==> config.mk <==
export PLATFORM = sky130hd
export DESIGN_NAME = msda_min_image
export DESIGN_NICKNAME = d
export VERILOG_FILES = /design/src/msda_pkg.sv /design/src/msda_min_image.sv
export SDC_FILE = /design/constraint.sdc
export NUM_CORES = 2
export LEC_CHECK = 0
export BUFFER_PORTS_ARGS = -buffer_cell sky130_fd_sc_hd__buf_2
export CORE_AREA = 3 3 661 663
export CTS_CLUSTER_DIAMETER = 40
export DETAILED_ROUTE_END_ITERATION = 8
export DIE_AREA = 0 0 664 666
export SKIP_CTS_REPAIR_TIMING = 1
export SYNTH_ARGS = -nofsm -noshare
export SYNTH_HDL_FRONTEND = slang
export SYNTH_SLANG_ARGS = --single-unit
==> constraint.sdc <==
create_clock -name i_clk -period 5 [get_ports i_clk]
set_input_delay 0.75 -clock i_clk [delete_from_list [all_inputs] [get_ports i_clk]]
set_output_delay 0.75 -clock i_clk [all_outputs]
set_load 0.02 [all_outputs]
==> src/msda_pkg.sv <==
// Shared types and constants for the mean square displacement accumulator.
// Holds the transfer payload structs, field widths and register codes.
// No dependencies.
package msda_pkg;

    localparam int POS_W  = 32;
    localparam int BOX_W  = 31;
    localparam int SUM_W  = 64;
    localparam int CNT_W  = 11;
    localparam int AXES   = 3;
    localparam int APB_AW = 4;
    localparam int APB_DW = 32;

    // Remainder unit depth: one sign stage, one stage per magnitude bit, fold and center.
    localparam int MI_LAT = POS_W + 3;

    localparam logic [BOX_W-1:0] BOX_RESET = 31'd655360;

    localparam logic [1:0] REG_BOX_X = 2'd0;
    localparam logic [1:0] REG_BOX_Y = 2'd1;
    localparam logic [1:0] REG_BOX_Z = 2'd2;

    typedef struct packed {
        logic signed [POS_W-1:0] pos_x;
        logic signed [POS_W-1:0] pos_y;
        logic signed [POS_W-1:0] pos_z;
        logic                    last_atom;
    } t_in_item;

    typedef struct packed {
        logic [SUM_W-1:0] msd_sum;
        logic [CNT_W-1:0] atom_count;
        logic             overflow;
    } t_out_item;

    typedef struct packed {
        logic valid;
        logic first;
        logic skip;
        logic last;
    } t_ctl;

endpackage

==> src/msda_min_image.sv <==
// Pipelined minimum-image step for one axis: difference, remainder by the cell length
// one bit per stage, then centering into the half-open range around zero.
// Depends on msda_pkg.
module msda_min_image (
    input  logic                       i_clk,
    input  logic                       i_en,
    input  logic                       i_first,
    input  logic [msda_pkg::POS_W-1:0] i_cur,
    input  logic [msda_pkg::POS_W-1:0] i_prev,
    input  logic [msda_pkg::BOX_W-1:0] i_box,
    output logic [msda_pkg::POS_W-1:0] o_step
);
    import msda_pkg::*;

    localparam int DIV_N = POS_W;
    localparam int SHW   = BOX_W + POS_W;

    logic [POS_W-1:0] r_rem   [0:DIV_N];
    logic [POS_W-1:0] r_val   [0:DIV_N];
    logic             r_neg   [0:DIV_N];
    logic             r_first [0:DIV_N];

    logic [POS_W:0]   n_dpos;
    logic [POS_W:0]   n_dneg;
    logic [POS_W-1:0] n_mag;

    logic [POS_W-1:0] n_fold;
    logic [POS_W-1:0] r_p_r;
    logic [POS_W-1:0] r_p_val;
    logic             r_p_first;

    logic             n_gt;
    logic [POS_W-1:0] n_step;
    logic [POS_W-1:0] r_q_step;

    assign n_dpos = {i_cur[POS_W-1], i_cur} - {i_prev[POS_W-1], i_prev};
    assign n_dneg = {i_prev[POS_W-1], i_prev} - {i_cur[POS_W-1], i_cur};
    assign n_mag  = n_dpos[POS_W] ? n_dneg[POS_W-1:0] : n_dpos[POS_W-1:0];

    always_ff @(posedge i_clk) begin
        if (i_en) begin
            r_rem[0]   <= n_mag;
            r_val[0]   <= i_first ? i_cur : n_dpos[POS_W-1:0];
            r_neg[0]   <= n_dpos[POS_W];
            r_first[0] <= i_first;
        end
    end

    for (genvar j = 0; j < DIV_N; j++) begin : g_div
        localparam int K = DIV_N - 1 - j;
        logic [SHW-1:0]   w_sh;
        logic             w_ge;
        logic [POS_W-1:0] w_next;

        assign w_sh   = SHW'(i_box) << K;
        assign w_ge   = SHW'(r_rem[j]) >= w_sh;
        assign w_next = w_ge ? (r_rem[j] - w_sh[POS_W-1:0]) : r_rem[j];

        always_ff @(posedge i_clk) begin
            if (i_en) begin
                r_rem[j+1]   <= w_next;
                r_val[j+1]   <= r_val[j];
                r_neg[j+1]   <= r_neg[j];
                r_first[j+1] <= r_first[j];
            end
        end
    end

    assign n_fold = (r_neg[DIV_N] && (r_rem[DIV_N] != '0))
                  ? (POS_W'(i_box) - r_rem[DIV_N]) : r_rem[DIV_N];

    always_ff @(posedge i_clk) begin
        if (i_en) begin
            r_p_r     <= n_fold;
            r_p_val   <= r_val[DIV_N];
            r_p_first <= r_first[DIV_N];
        end
    end

    assign n_gt = {r_p_r, 1'b0} > (POS_W + 1)'(i_box);

    always_comb begin
        if ((i_box == '0) || r_p_first) begin
            n_step = r_p_val;
        end else if (n_gt) begin
            n_step = r_p_r - POS_W'(i_box);
        end else begin
            n_step = r_p_r;
        end
    end

    always_ff @(posedge i_clk) begin
        if (i_en) begin
            r_q_step <= n_step;
        end
    end

    assign o_step = r_q_step;

endmodule

==> implementation parameters <==
Parameter                              Value

Yosys
  Avg Inst Size Synth ... 13.66 µm²
  Netlist area before placement ... 0.1078 mm²
  Proportion of netlist area held by the largest area contributor ... 63.35%
  Total number of yosys warnings ... 0
  Synth top cells by count ... sky130_fd_sc_hd__edfxtp_1, sky130_fd_sc_hd__ha_1, sky130_fd_sc_hd__nand2_1
  Main area contributors after synthesis ... sky130_fd_sc_hd__edfxtp_1, sky130_fd_sc_hd__ha_1, sky130_fd_sc_hd__mux2_2
  Number of synthesized register bits ... 2275
  Proportion of synthesized chip area in sequential cells ... 63.35%
  Library cells used by synthesis ... 85
  Number of instances in the synthesized netlist ... 7896
  Net count after synthesis ... 8710
  Cell type with the highest aggregate area in the netlist ... sky130_fd_sc_hd__edfxtp_1
  Most common cell in the netlist ... sky130_fd_sc_hd__edfxtp_1
  Post-synth EDFFs ... 2275
  Synth Flop Type ... sky130_fd_sc_hd__edfxtp_1
  Share of async-settable or async-resettable flops after synthesis ... 0%

Clocking
  Clock tree from TritonCTS ... yes
  Maximum buffer depth of the clock tree ... 4
  Root Buffer ... sky130_fd_sc_hd__clkbuf_16
  CTS clk-pin slew, worst paths ... 0.06 ns
  Number of H-tree branching levels ... 5
  Number of clock sinks seen by CTS ... 2275
  Latest clock arrival within the worst-skew pair ... 0.86 ns
  CTS Buf Count ... 295

STA
  Number of max-slew violations in the final report ... 0
  Clock Skews ... 0.05576 ns
  Slew headroom ... 24.38%
  Time the final worst path needs with I/O delays and setup ... 4.130 ns
  Unrepaired setup endpoints after global routing ... no
  Final worst-path cycle share ... 82.60%
  TNS Setup ... 0 ns
  Least-Margin Pin Slew ... 1.134 ns
  Maximum clock frequency ... 0.2421 GHz
  Number of endpoints with negative hold slack in the final report ... 0
  Count of final setup violators ... 0

Setup path
  Cell depth of the worst flop-to-flop path ... 12
  Nature of the critical path startpoint ... primary input
  Data required time of the critical path ... 5.54 ns
  Crit path top cell by count ... sky130_fd_sc_hd__a21oi_1
  Worst-path fanout max ... 11
  Critical register-to-register path startpoint ... r_rem[1][392]
  Critical path's largest stage delay ... 0.41 ns
  FF-to-FF End ... r_rem[1][434]
  Reg2Reg Setup Slack ... 0.95 ns
  Worst setup startpoint ... i_box[5]
  Crit path max-delay cell type ... sky130_fd_sc_hd__inv_1
  Kind of critical path ... primary input to register
  Worst endpoint data arrival time ... 4.67 ns
  Cell-by-cell listing of the critical path ... buf_2 > inv_1 > ha_1 > a21o_1 > a221o_1 > o2111ai_1 > a21oi_1 > o31a_1 > a31o_2 > a311oi_2 > a21oi_1 > o311ai_4 > buf_4 > mux2_2
  Crit path capture ... r_rem[1][434]
  Setup crit end kind ... register

Drt
  Post-route DRC ... 0
  Iteration count of the initial detailed-routing pass ... 5
  Detailed router's first-iteration violation count ... 4815
  Routed WL per cell ... 16.70 µm
  Final antenna-violating net count ... 0
  Routed WL ... 239900 µm
  Total via count in the routed design ... 64.02k
  Via/cell ratio ... 4.457

Floorplan
  Vert. Die Dim ... 666 µm
  Overall die area ... 0.4422 mm²
  Horiz. Die Dim ... 664 µm
  Core Area ... 0.4309 mm²
  Count of pins on the block boundary ... 130
  Total number of placement rows ... 241
  Effective utilization at floorplan ... 25.03%

Global routing
  Overflow after GRT ... 0
  Global-route wire length before repair ... 366500 µm
  Global Route Usage Sum ... 10.47%
  Maximum number of pins on one net before global-route repair ... 195
  Antenna violations before repair ... 25
  Number of global-route vias before repair ... 62.57k

Pwr
  Static power due to leakage ... 47.10 nW
  Worst IR drop on VDD ... 0.2835 mV
  Power per Cell Area ... 405.4 mW/mm²
  Power, Total ... 0.05143 W

Placed design
  Count of input and output buffers ... 129
  Post-detailed-placement half-perimeter wirelength ... 172800 µm
  Placer's final routability congestion estimate ... 0.8741

Status
  Result of the run ... finished, final reports clean

Hold path
  Worst Hold Depth ... 3
  Worst min-delay path category ... primary input to register

Final layout
  Number of nets in the finished design ... 9197
  Layout Area Growth over Synthesis ... 17.63%
  Share of cells above drive strength 1 ... 13.43%

Run
  Max capacitance violation total ... 0
[layout by cell type, fill, tap and decap left out, types with 203 or more instances in the layout]
cell type and count:
sky130_fd_sc_hd__edfxtp_1 2275, sky130_fd_sc_hd__a21oi_1 505, sky130_fd_sc_hd__xor2_1 203, sky130_fd_sc_hd__o21ai_0 515, sky130_fd_sc_hd__ha_1 682, sky130_fd_sc_hd__inv_1 316
sky130_fd_sc_hd__mux2_2 281, sky130_fd_sc_hd__xnor2_1 310, sky130_fd_sc_hd__a21o_1 288, sky130_fd_sc_hd__clkbuf_16 304, sky130_fd_sc_hd__nand2_1 566, sky130_fd_sc_hd__nor2_1 331
[worst max-delay path, delay by kind of cell]
kind | cells | cell delay, ns
AOI/OAI and AO/OA | 9 | 2.38
adders and majority gates | 1 | 0.35
buffers and inverters | 3 | 0.81
muxes | 1 | 0.36
[state kept, by name, summed over array words and instances, names as in the netlist]
register and flops:
r_first 33, o_step 32, r_p_val 32, r_val 1056, r_rem 1056, r_neg 33
r_p_first 1, r_p_r 32
[through the flow]
stage | cell area [µm²] | worst slack [ns] | hold WS, ns | utilization, % | std cells
6_report | 126900 | 0.8700 | 0.2545 | 29.44 | 14360
5_1_grt | 126800 | 0.6888 | 0.2197 | 29.43 | 14350
4_1_cts | 126700 | 0.9515 | 0.1708 | 29.41 | 14320
3_5_place_dp | 117100 | 0.1002 | 0.4045 | 27.18 | 13800
3_3_place_gp | 117100 | 0.07618 | 0.4002 | 27.18 | 13800
2_1_floorplan | 107800 | 0.08258 | 0.4003 | - | 7896
[layout make-up]
| type | count | area (µm²) |
|---|---|---|
| diodes | 46 | 115.1 |
| flip-flops and latches | 2275 | 68320 |
| clock inverters | 191 | 1898 |
| multi-input cells | 5158 | 37850 |
| well taps | 5710 | 7144 |
| inverters | 322 | 1209 |
| fillers | 42900 | 304000 |
| clock buffers | 330 | 7705 |
| repair buffers | 331 | 2615 |
[per-layer routing]
layer	wire, µm	track usage, %	vias up	part of all wire, %
li1	-	-	31400	-
met1	105400	13.41	30840	44
met2	115800	17.92	1357	48
met3	10790	1.639	411	4.5
met4	7838	3.610	2	3.3
met5	7	0	-	0.0029
[cell families after synthesis]
family / after synthesis / synth area share (%)
AO/OA/AOI/OAI: 1844 / 10.67
XOR/XNOR: 513 / 4.166
adder cells (fa/ha/maj): 716 / 8.544
buffers and inverters: 463 / 1.661
flip-flops: 2275 / 63.35
multiplexers: 353 / 3.612
AND/OR/NAND/NOR: 1732 / 8.001
[how the worst min path moves through the flow]
stage,from,endpoint,slack [ns]
final,i_cur[26],r_val[0][26],0.25
after CTS,i_cur[26],r_val[0][26],0.17
after global placement,r_val[16][3],r_val[17][3],0.40
after global routing,i_cur[19],r_val[0][19],0.22
after floorplan,r_first[9],r_first[10],0.40
after detailed placement,r_first[12],r_first[13],0.40
[report_power, final]
part / switching [W] / internal, W
Clock: 0.00810 / 0.0124
Combinational: 0.00437 / 0.00306
Sequential: 0.000757 / 0.0228
No activity file was read; power rests on OpenSTA's default activity.
